[config.mk]
export PLATFORM = sky130hd
export DESIGN_NAME = multi_channel_deadline_timer_core
export DESIGN_NICKNAME = d
export VERILOG_FILES = /design/src/rtl/mcdt_pkg.sv /design/src/rtl/mcdt_ctrl.sv /design/src/rtl/mcdt_dp.sv /design/src/rtl/multi_channel_deadline_timer_core.sv
export SDC_FILE = /design/constraint.sdc
export NUM_CORES = 2
export LEC_CHECK = 0
export BUFFER_PORTS_ARGS = -buffer_cell sky130_fd_sc_hd__clkbuf_2
export CORE_MARGIN = 1
export CORE_UTILIZATION = 60
export DETAILED_ROUTE_END_ITERATION = 10
export PLACE_DENSITY_LB_ADDON = 0.08
export SYNTH_ARGS = -nofsm -noshare
export SYNTH_HDL_FRONTEND = slang
export SYNTH_SLANG_ARGS = --single-unit
[constraint.sdc]
create_clock -name clk -period 10.5 [get_ports clk]
set_input_delay 2.1 -clock clk [delete_from_list [all_inputs] [get_ports clk]]
set_output_delay 2.1 -clock clk [all_outputs]
set_load 0.02 [all_outputs]
[src/rtl/mcdt_pkg.sv]
`timescale 1ns / 1ps
`default_nettype none
package mcdt_pkg;
    localparam int NumChannels = 16;
    localparam int TimeBits = 32;
    localparam int ChBits = 4;

    typedef logic [ChBits-1:0] ch_t;
    typedef logic [TimeBits-1:0] tm_t;

    typedef enum logic [2:0] {
        ACT_CHECK   = 3'd0,
        ACT_PERIOD  = 3'd1,
        ACT_START_R = 3'd2,
        ACT_START_O = 3'd3,
        ACT_DISABLE = 3'd4
    } action_t;

    typedef struct packed {
        logic [2:0]  action;
        logic [3:0]  channel;
        logic [31:0] period_ms;
        logic [31:0] now_ms;
    } in_word_t;

    typedef struct packed {
        logic [15:0] fire_mask;
        logic        hw_stop;
        logic        hw_start;
        logic [31:0] reload_value;
        logic [31:0] nearest_deadline;
        logic        any_active;
    } out_word_t;

    typedef enum logic [3:0] {
        ST_IDLE,
        ST_SCAN0,
        ST_DECIDE,
        ST_FIRE,
        ST_CATCH,
        ST_SCAN1,
        ST_RELOAD,
        ST_MUL,
        ST_SCAN2,
        ST_OUT
    } state_t;

    typedef struct packed {
        logic load;
        logic scan_clr;
        logic scan_step;
        logic fire_step;
        logic catch_start;
        logic catch_step;
        logic apply;
        logic set_stop;
        logic set_start;
        logic reload_sel_next;
        logic mul;
        logic out_load;
    } cmd_t;

    typedef struct packed {
        logic    scan_last;
        logic    found;
        logic    due;
        logic    fire_need_catch;
        logic    catch_done;
        logic    earlier;
        action_t action;
        logic    valid_ch;
    } sts_t;
endpackage
`default_nettype wire

[src/rtl/mcdt_ctrl.sv]
`timescale 1ns / 1ps
`default_nettype none
module mcdt_ctrl
    import mcdt_pkg::*;
(
    input  wire   clk,
    input  wire   rst_n,
    input  wire   in_go,
    input  wire   out_free,
    input  sts_t  sts,
    output cmd_t  cmd,
    output logic  busy,
    output logic  out_vld
);
    state_t state_reg, state_next;
    logic   phase_reg, phase_next;   // 0: start decision scan, 1: post-fire scan
    logic   out_vld_reg, out_vld_next;

    always_ff @(posedge clk or negedge rst_n)
    begin
        if (!rst_n)
        begin
            state_reg   <= ST_IDLE;
            phase_reg   <= 1'b0;
            out_vld_reg <= 1'b0;
        end
        else
        begin
            state_reg   <= state_next;
            phase_reg   <= phase_next;
            out_vld_reg <= out_vld_next;
        end
    end

    always_comb
    begin
        state_next   = state_reg;
        phase_next   = phase_reg;
        out_vld_next = out_vld_reg;
        if (out_vld_reg && out_free)
            out_vld_next = 1'b0;
        case (state_reg)
            ST_IDLE:
                if (in_go)
                    state_next = ST_SCAN0;
            ST_SCAN0:
                if (sts.scan_last)
                    state_next = ST_DECIDE;
            ST_DECIDE:
            begin
                case (sts.action)
                    ACT_CHECK:
                        state_next = (sts.found && sts.due) ? ST_FIRE : ST_SCAN2;
                    ACT_START_R, ACT_START_O:
                        state_next = sts.valid_ch ? ST_RELOAD : ST_SCAN2;
                    default:
                        state_next = ST_SCAN2;
                endcase
                phase_next = 1'b0;
            end
            ST_FIRE:
                if (sts.fire_need_catch)
                    state_next = ST_CATCH;
                else if (sts.scan_last)
                    state_next = ST_SCAN1;
            ST_CATCH:
                if (sts.catch_done)
                    state_next = sts.scan_last ? ST_SCAN1 : ST_FIRE;
            ST_SCAN1:
                if (sts.scan_last)
                begin
                    state_next = ST_RELOAD;
                    phase_next = 1'b1;
                end
            ST_RELOAD:
                state_next = ST_MUL;
            ST_MUL:
                state_next = ST_SCAN2;
            ST_SCAN2:
                if (sts.scan_last && !out_vld_next)
                    state_next = ST_OUT;
            ST_OUT:
            begin
                state_next   = ST_IDLE;
                out_vld_next = 1'b1;
            end
            default:
                state_next = ST_IDLE;
        endcase
    end

    always_comb
    begin
        cmd  = '0;
        busy = (state_reg != ST_IDLE);
        case (state_reg)
            ST_IDLE:
            begin
                cmd.load     = in_go;
                cmd.scan_clr = in_go;
            end
            ST_SCAN0:
                cmd.scan_step = 1'b1;
            ST_DECIDE:
            begin
                // a start keeps the pending nearest for its comparison
                cmd.scan_clr = !((sts.action inside {ACT_START_R, ACT_START_O})
                                 && sts.valid_ch);
                cmd.apply    = 1'b1;
                cmd.set_stop = (sts.action == ACT_CHECK) && sts.found && sts.due;
            end
            ST_FIRE:
            begin
                cmd.fire_step   = !sts.fire_need_catch;
                cmd.catch_start = sts.fire_need_catch;
                cmd.scan_clr    = !sts.fire_need_catch && sts.scan_last;
            end
            ST_CATCH:
            begin
                cmd.catch_step = 1'b1;
                cmd.scan_clr   = sts.catch_done && sts.scan_last;
            end
            ST_SCAN1:
                cmd.scan_step = 1'b1;
            ST_RELOAD:
            begin
                cmd.scan_clr        = 1'b1;
                cmd.reload_sel_next = !phase_reg;
                cmd.set_start       = phase_reg ? sts.found : sts.earlier;
                cmd.set_stop        = !phase_reg && sts.earlier;
            end
            ST_MUL:
                cmd.mul = 1'b1;
            ST_SCAN2:
                cmd.scan_step = !(sts.scan_last && out_vld_next);
            ST_OUT:
                cmd.out_load = 1'b1;
            default:
                cmd = '0;
        endcase
    end

    assign out_vld = out_vld_reg;

    a_out_only_after_scan: assert property (@(posedge clk) disable iff (!rst_n)
        state_reg == ST_OUT |-> $past(state_reg) == ST_SCAN2)
        else $error("output without final scan");
    a_no_accept_busy: assert property (@(posedge clk) disable iff (!rst_n)
        busy |-> !cmd.load)
        else $error("load while busy");
    a_out_vld_set: assert property (@(posedge clk) disable iff (!rst_n)
        state_reg == ST_OUT |=> out_vld_reg)
        else $error("result not raised");
endmodule
`default_nettype wire

[src/rtl/mcdt_dp.sv]
`timescale 1ns / 1ps
`default_nettype none
module mcdt_dp
    import mcdt_pkg::*;
(
    input  wire        clk,
    input  wire        rst_n,
    input  in_word_t   in_word,
    input  wire  [7:0] ticks,
    input  cmd_t       cmd,
    output sts_t       sts,
    output out_word_t  out_word
);
    tm_t       period_reg [NumChannels];
    tm_t       deadline_reg [NumChannels];
    logic [NumChannels-1:0] active_reg, repeat_reg;

    in_word_t  item_reg;
    ch_t       idx_reg;
    logic      found_reg;
    tm_t       best_reg;
    logic [15:0] fire_reg;
    logic      stop_reg, start_reg;
    tm_t       dt_reg;
    logic [31:0] reload_reg;
    tm_t       cu_d_reg;
    logic      cu_wrap_reg;
    out_word_t out_reg;

    tm_t       now_w, next_w, cu_sum;
    logic [TimeBits:0] cu_ext;
    logic      hit_w;
    logic [39:0] prod_w;
    logic      last_w;

    assign now_w  = item_reg.now_ms;
    assign next_w = now_w + period_reg[item_reg.channel];
    assign last_w = (idx_reg == ch_t'(NumChannels - 1));
    assign hit_w  = active_reg[idx_reg] && (deadline_reg[idx_reg] <= now_w);
    assign cu_ext = {1'b0, cu_d_reg} + {1'b0, period_reg[idx_reg]};
    assign cu_sum = cu_ext[TimeBits-1:0];
    assign prod_w = {8'd0, dt_reg} * {32'd0, ticks};

    always_comb
    begin
        sts.scan_last       = last_w;
        sts.found           = found_reg;
        sts.due             = best_reg <= now_w;
        sts.fire_need_catch = hit_w && repeat_reg[idx_reg];
        // a step that wraps past the top of time ends the catch-up
        sts.catch_done      = (cu_d_reg >= now_w) || cu_wrap_reg;
        sts.earlier         = !found_reg || (next_w < best_reg);
        sts.valid_ch        = 1'b1;
        case (item_reg.action)
            ACT_CHECK:   sts.action = ACT_CHECK;
            ACT_PERIOD:  sts.action = ACT_PERIOD;
            ACT_START_R: sts.action = ACT_START_R;
            ACT_START_O: sts.action = ACT_START_O;
            ACT_DISABLE: sts.action = ACT_DISABLE;
            default:     sts.action = action_t'(3'd7);
        endcase
    end

    always_ff @(posedge clk or negedge rst_n)
    begin
        if (!rst_n)
        begin
            active_reg <= '0;
            repeat_reg <= '0;
            for (int i = 0; i < NumChannels; i++)
            begin
                period_reg[i]   <= '0;
                deadline_reg[i] <= '0;
            end
        end
        else
        begin
            if (cmd.apply)
            begin
                case (item_reg.action)
                    ACT_PERIOD:
                        period_reg[item_reg.channel] <= item_reg.period_ms;
                    ACT_START_R, ACT_START_O:
                    begin
                        repeat_reg[item_reg.channel]   <= (item_reg.action == ACT_START_R);
                        deadline_reg[item_reg.channel] <= next_w;
                        active_reg[item_reg.channel]   <= 1'b1;
                    end
                    ACT_DISABLE:
                    begin
                        active_reg[item_reg.channel] <= 1'b0;
                        repeat_reg[item_reg.channel] <= 1'b0;
                    end
                    default:
                        ;
                endcase
            end
            if (cmd.fire_step && hit_w)
                active_reg[idx_reg] <= 1'b0;
            if (cmd.catch_step)
            begin
                if (period_reg[idx_reg] == '0)
                    deadline_reg[idx_reg] <= now_w;
                else if (sts.catch_done)
                    deadline_reg[idx_reg] <= cu_d_reg;
            end
        end
    end

    always_ff @(posedge clk)
    begin
        if (cmd.load)
        begin
            item_reg  <= in_word;
            fire_reg  <= '0;
            stop_reg  <= 1'b0;
            start_reg <= 1'b0;
            reload_reg <= '0;
        end
        if (cmd.scan_clr)
        begin
            idx_reg   <= '0;
            found_reg <= 1'b0;
            best_reg  <= '0;
        end
        else if (cmd.scan_step || cmd.fire_step || (cmd.catch_step && sts.catch_done))
        begin
            idx_reg <= idx_reg + ch_t'(1);
        end
        if (cmd.scan_step && active_reg[idx_reg]
            && (!found_reg || deadline_reg[idx_reg] < best_reg))
        begin
            found_reg <= 1'b1;
            best_reg  <= deadline_reg[idx_reg];
        end
        if ((cmd.fire_step || cmd.catch_start) && hit_w)
            fire_reg[idx_reg] <= 1'b1;
        if (cmd.catch_start)
        begin
            cu_d_reg    <= (period_reg[idx_reg] == '0) ? now_w
                           : deadline_reg[idx_reg] + period_reg[idx_reg];
            cu_wrap_reg <= 1'b0;
        end
        else if (cmd.catch_step && !sts.catch_done)
        begin
            cu_d_reg    <= cu_sum;
            cu_wrap_reg <= cu_ext[TimeBits];
        end
        if (cmd.set_stop)
            stop_reg <= 1'b1;
        if (cmd.set_start)
        begin
            start_reg <= 1'b1;
            dt_reg    <= (cmd.reload_sel_next ? next_w : best_reg) - now_w;
        end
        if (cmd.mul && start_reg)
        begin
            if (prod_w == '0)
                reload_reg <= '0;
            else if (prod_w > 40'h1_0000_0000)
                reload_reg <= 32'hFFFF_FFFF;
            else
                reload_reg <= 32'(prod_w - 40'd1);
        end
        if (cmd.out_load)
        begin
            out_reg.fire_mask        <= fire_reg;
            out_reg.hw_stop          <= stop_reg;
            out_reg.hw_start         <= start_reg;
            out_reg.reload_value     <= start_reg ? reload_reg : '0;
            out_reg.nearest_deadline <= found_reg ? best_reg : '0;
            out_reg.any_active       <= found_reg;
        end
    end

    assign out_word = out_reg;

    a_start_implies_stop: assert property (@(posedge clk) disable iff (!rst_n)
        cmd.out_load && start_reg |-> stop_reg)
        else $error("start without stop");
    a_fire_needs_stop: assert property (@(posedge clk) disable iff (!rst_n)
        cmd.out_load && (fire_reg != '0) |-> stop_reg)
        else $error("fire without stop");
    a_catch_moves: assert property (@(posedge clk) disable iff (!rst_n)
        cmd.catch_step && !sts.catch_done |=> cu_d_reg == $past(cu_sum))
        else $error("catch-up stalled");
endmodule
`default_nettype wire

[src/rtl/multi_channel_deadline_timer_core.sv]
// channel | direction | handshake    | word
// in      | input     | valid/stall  | in_word_t
// out     | output    | valid/stall  | out_word_t
// cfg     | input     | valid/ready  | ticks_per_ms (8 bits)
// out_valid rises once the 16-channel scans are done; a start adds a reload
// and a multiply step, and a check that fires also fires each due channel,
// steps each repeating one on by its period until caught up and scans again.
// in_stall is high from acceptance until idle; a waiting result holds the
// next item at the end of its final scan. Reset clears all channel state;
// ticks_per_ms resets to 2. cfg is always ready.
`timescale 1ns / 1ps
`default_nettype none
module multi_channel_deadline_timer_core
    import mcdt_pkg::*;
(
    input  wire        clk,
    input  wire        rst_n,
    input  wire        in_valid,
    output logic       in_stall,
    input  in_word_t   in_data,
    output logic       out_valid,
    input  wire        out_stall,
    output out_word_t  out_data,
    input  wire        cfg_valid,
    output logic       cfg_ready,
    input  wire  [7:0] cfg_data
);
    logic [7:0] ticks_reg;
    cmd_t cmd;
    sts_t sts;
    logic busy;

    always_ff @(posedge clk or negedge rst_n)
    begin
        if (!rst_n)
            ticks_reg <= 8'd2;
        else if (cfg_valid && cfg_ready)
            ticks_reg <= cfg_data;
    end

    assign cfg_ready = 1'b1;
    assign in_stall  = busy;

    mcdt_ctrl u_ctrl (
        .clk      (clk),
        .rst_n    (rst_n),
        .in_go    (in_valid && !busy),
        .out_free (!out_stall),
        .sts      (sts),
        .cmd      (cmd),
        .busy     (busy),
        .out_vld  (out_valid)
    );

    mcdt_dp u_dp (
        .clk      (clk),
        .rst_n    (rst_n),
        .in_word  (in_data),
        .ticks    (ticks_reg),
        .cmd      (cmd),
        .sts      (sts),
        .out_word (out_data)
    );
endmodule
`default_nettype wire

Word level (Yosys, flattened, before mapping)

Index checks and enable logic that the tools add are counted.

Bits in registers: 1376
Input bits: 84
Logic and storage cells: 241

Add/sub/neg operators: 6
Multiply operators: 1
$lt $le $gt $ge: 14
Equal/unequal tests: 22
Multiplexer cells: 74
Bitwise gates (word level): 9
Reduce and logical (&&, ||, !) cells: 57

Operator list:

| kind                                                  | number |
|---|---|
| two-way mux 512 bit                                   | 5 |
| bitwise mux 512 bit                                   | 4 |
| two-way mux 32 bit                                    | 18 |
| binary-select mux 32 bit (select 4 bit)               | 3 |
| demux 32 bit (select 4 bit)                           | 2 |
| adder 32 bit                                          | 2 |
| less-or-equal comparator 32 bit                       | 2 |
| < comparator 32 bit                                   | 2 |
| two-way mux 16 bit                                    | 4 |
| case mux 16 bit (2 select lines)                      | 2 |
| bitwise AND 16 bit                                    | 3 |
| > comparator 40 x 33 -> 1 bit (second input constant) | 1 |
| logical NOT 40 bit                                    | 1 |
| multiplier 32 x 8 -> 40 bit                           | 1 |
| case mux 4 bit (9 select lines)                       | 1 |
| adder 32 x 32 -> 33 bit                               | 1 |
| >= comparator 32 bit                                  | 1 |
| logical NOT 32 bit                                    | 1 |
| two-way mux 4 bit                                     | 8 |
| inverter 16 bit                                       | 2 |
| OR 16 bit                                             | 2 |
| subtractor 32 x 1 -> 32 bit (second input constant)   | 1 |
| subtractor 32 bit                                     | 1 |
| logical AND 1 bit                                     | 23 |
| 35 further kinds                                      | 92 |

Depth between registers and ports, before layout

Word-level depth: 12
Mapped depth: 32
Depth with buffers taken out: 27

Hierarchy

A second synthesis with hierarchy kept.

Cell total of the unflattened synthesis: 7513
Area total of the unflattened synthesis: 85787.3 µm²

By module, submodules not included:

| module                            | instances | cells each | area an instance (µm²) | sequential area each (µm²) |
|---|---|---|---|---|
| mcdt_dp                           | 1         | 7413       | 84832.6                | 35373.9 |
| mcdt_ctrl                         | 1         | 79         | 600.6                  | 150.1 |
| multi_channel_deadline_timer_core | 1         | 21         | 354.1                  | 201.4 |

Worst setup path before layout

No wires, ideal clock.

Path type: register to register
Start: reg u_dp.item_reg[64] in the netlist's numbering
End: reg u_dp.dt_reg[0], enable pin
Data arrival time: 8.140 ns
Required time: 9.933 ns
Path slack: 1.793 ns
Cell stages (with the launch flop): 30
Buffers on the path: 5
Clock period less this slack: 8.707 ns
Cell sequence: edfxtp_1 clkbuf_1 clkbuf_1 buf_1 buf_1 mux4_2 mux4_2 ha_1 a21o_1 a21o_1 a21o_1 a211oi_1 a21oi_1 o21ai_0 or4b_2 a31oi_1 xnor2_1 clkbuf_1 inv_1 ha_1 nand4_1 nor2_1 nand2_1 or3_1 o22ai_1 nor2_1 o21ai_0 nor3_1 a31oi_1 o211ai_1

RTL lines:

| what                   | RTL line       | text |
|---|---|---|
| start, declared        | mcdt_dp.sv:18  | `in_word_t item_reg;` |
| start signal, assigned | mcdt_dp.sv:114 | `item_reg <= in_word;` |
| end signal, assigned   | mcdt_dp.sv:154 | `dt_reg <= (cmd.reload_sel_next ? next_w : best_reg) - now_w;` |
| end, declared          | mcdt_dp.sv:24  | `tm_t dt_reg;` |

==> summary.txt <==
Status
  – Status: complete, no violations

Placed design
  – Hpwl dp: about 200000 um
  – IO Port Bufs: ~170
  – Gp weighted congestion: between 0.9 and 1
  – Post-Place Cells: 9544

Drt
  – DR WL/cell: about 31 um
  – Routed Antenna Nets: 0
  – Vias: approximately 70000
  – Vias/cell: 7.11
  – Starting DRT DRC Count: just over 9000
  – Pre-antenna DRT Iters: 6
  – Total Wirelength: 306000 um
  – DRC errors left: 0

Finish
  – Fill count: about 11000
  – Fraction of layout cells with a size suffix above 1: between 20% and 30%
  – Area delta synth->final: 9.20%
  – Final nets: 8413
  – Commonest cells after routing, fill and taps aside: dfrtp_1, nand2_1, mux2_2
  – Commonest non-fill, non-tap cell in the layout: dfrtp_1
  – Post-layout util: between 60% and 70%
  – Non-filler cells, final: between 9000 and 10000
  – Register area: between 30000 and 40000 um2
  – Area of the multi-input gates: ~49000 um2

Clocking
  – Cts hold-fix bufs: 0
  – Clk slew on worst S/H paths: about 60 ps
  – Post-CTS resize count: 0
  – CTS tree: done
  – Clock Tree Root: clkbuf_16
  – Post-CTS setup buffers: 0
  – Clk Latency, worst-skew pair: 830 ps
  – H-tree levels: 4
  – Clock Sinks: around 1400
  – Clk buf depth: 3
  – Total CTS buffers: roughly 150

Logic synthesis
  – Seq cells post-synth: roughly 1400
  – Synth async-reset ratio: slightly below 80%
  – Post-synthesis sequential area ratio: about two fifths
  – Netlist cell types: 90
  – Synth warnings: 0
  – Cells after Synth: between 7000 and 8000
  – Synthesized net count: roughly 8500
  – Syn avg cell area: between 10 and 15 um2
  – Top_reg_cell synth: dfrtp_1
  – Cell Area, Synth: between 80000 and 90000 um2
  – Number of flops mapped to enable cells by yosys: ~280

Floorplan
  – Core ar.: 144000 um2
  – Initial Util: around three fifths
  – IO Pins: between 150 and 200
  – Chip width: around 380 um
  – Die ar.: around 150000 um2
  – Die Ht: ~380 um
  – Rows: around 140

Timing
  – Period Utilization, post-route: 84.4%
  – Post-route minimum period: approximately 9000 ps
  – Min Hold Slack: roughly 440 ps
  – Maximum clock rate: 0.113 GHz
  – # setup viols final: 0
  – Final slew viol count: 0
  – Unrepaired setup endpoints after global routing: false
  – Worst slew pin tran: approximately 1300 ps
  – Slew margin rel.: between 9 and 10%
  – Final Hold Fails: 0
  – Clk_skew: 38.8 ps
  – TNS Setup: 0 ps

Worst setup path
  – Critical Path RT: roughly 11000 ps
  – Crit Path Max Fanout: 100
  – Crit path kind: flop to flop
  – WP data arrival: 9370 ps
  – CP Launch Type: flop
  – Worst Setup End Kind: flop

Power and ir drop
  – Seq pwr share: ~22%
  – Clock share of power: 16.1%
  – Internal: 17600 uW
  – VDD IR max: between 700 and 800 uV
  – Leakage: 0.0418 uW
  – Switch Pwr: between 15000 and 20000 uW
  – Pwr Total: around 34000 uW
  – PwrDens: between 300 and 400 nW/um2
  – Net Sw Frac: 48.8%
  – Combinational share of power: around 60%

Worst hold path
  – Hold Crit Class: flop to flop

Global routing
  – Number of global-route vias before repair: slightly below 70000
  – Largest net degree at the start of global routing: around 180
  – First-pass GRT wire length: around 450000 um
  – Gr ovfl total: 0
  – Total track usage: 41.5%
  – Antenna violations before repair: 14

Job
  – Max Cap Viol: 0
-- worst max-delay path, cell delays in order, from the launching register on --
cell      delay, ps
edfxtp_1        410
buf_12          580
mux4_2          600
mux4_2          560
ha_1            440
o21ai_0         170
o21a_1          240
o31ai_1         760
nand4_1         250
a21oi_1         300
o21ai_0         240
or4b_2          260
a31oi_1         260
xnor2_2         840
inv_1           110
ha_1            320
nand4_1         120
nor2_1          160
nand2_1          80
or3_1           420
o22ai_1         150
nor2_1           50
o21ai_0         120
nor3_1           90
a31oi_1         390
o211ai_1        150
buf_4           300
-- cell usage after synthesis, drive strengths merged (57+ instances only) --
library cell  number  area share [%]
o21ai            399             2.3
a32oi            199             2.0
mux4             490              13
ha               349             5.0
fa               184             4.2
edfxtp           282             9.7
clkbuf           460             2.0
buf              122            0.68
and2             278             2.0
xnor2             97            0.97
inv              292             1.3
xor2              57            0.57
mux2             545             7.0
o22ai            122            0.89
nand2            901             3.9
a21o             148             1.3
nand3             67            0.38
mux2i             69            0.79
dfrtp           1069              31
a22oi            133             1.1
a21oi            435             2.5
nor2             463             2.0
-- cells by family (layout without fill, tap and decap cells) --
kind of cell | Yosys count | in the layout | share of synthesized area (%)
multiplexers | 1104 | 1104 | 20.4
adder cells (fa/ha/maj) | 533 | 533 | 9.19
XOR/XNOR | 154 | 154 | 1.54
AND/OR/NAND/NOR | 2020 | 2020 | 10.5
buffers and inverters | 876 | 914 | 3.91
other | 1 | 5 | 0.00428
flip-flops | 1376 | 1376 | 40.8
AO/OA/AOI/OAI | 1823 | 1823 | 13.7
-- layout make-up --
type,count,share of cell area (%)
clock buffers,216,4.60
diodes,4,0.0105
well taps,1903,2.49
repair buffers,336,2.35
clock inverters,68,0.816
flip-flops and latches,1376,37.4
multi-input cells,5635,51.2
inverters,294,1.16
-- stage by stage --
step	instance area [um2]	worst slack, ps
4_1_cts	95700	1830
3_5_place_dp	90500	1900
5_1_grt	95700	1280
6_report	95700	1640
3_3_place_gp	90500	1880
2_1_floorplan	87600	1790
-- worst paths after layout --
path	startpoint	to	slack (ps)	cells past startpoint
worst min register to register	u_dp.fire_reg[14]	u_dp.out_word[81]	440	0
min in group asynchronous	rst_n	u_dp.deadline_reg[151]	1270	1
worst max register to register	u_dp.item_reg[64]	u_dp.dt_reg[6]	1640	26
worst min-delay path	u_dp.fire_reg[14]	u_dp.out_word[81]	440	0
max in group asynchronous	rst_n	u_dp.period_reg[372]	6990	3
worst max-delay path	u_dp.item_reg[64]	u_dp.dt_reg[6]	1640	26
-- power by group through the flow --
stage                     Combinational, uW  Clock [uW]  Sequential (uW)
after floorplan                       15400           0             7270
after CTS                             20800        5580             7650
after global placement                20400           0             7680
after global routing                  22900        5780             7800
after detailed placement              20700           0             7740
final                                 21200        5550             7710
-- per-layer routing --
| metal | track usage [%] | vias to the layer above | wire length, um |
|---|---|---|---|
| met5 | 0 | - | 102 |
| met4 | 19.9 | 14 | 16400 |
| li1 | - | 29100 | - |
| met1 | 57.0 | 35500 | 118000 |
| met3 | 12.8 | 847 | 39000 |
| met2 | 60.2 | 4561 | 132000 |
(Power assumes the default switching activity.)
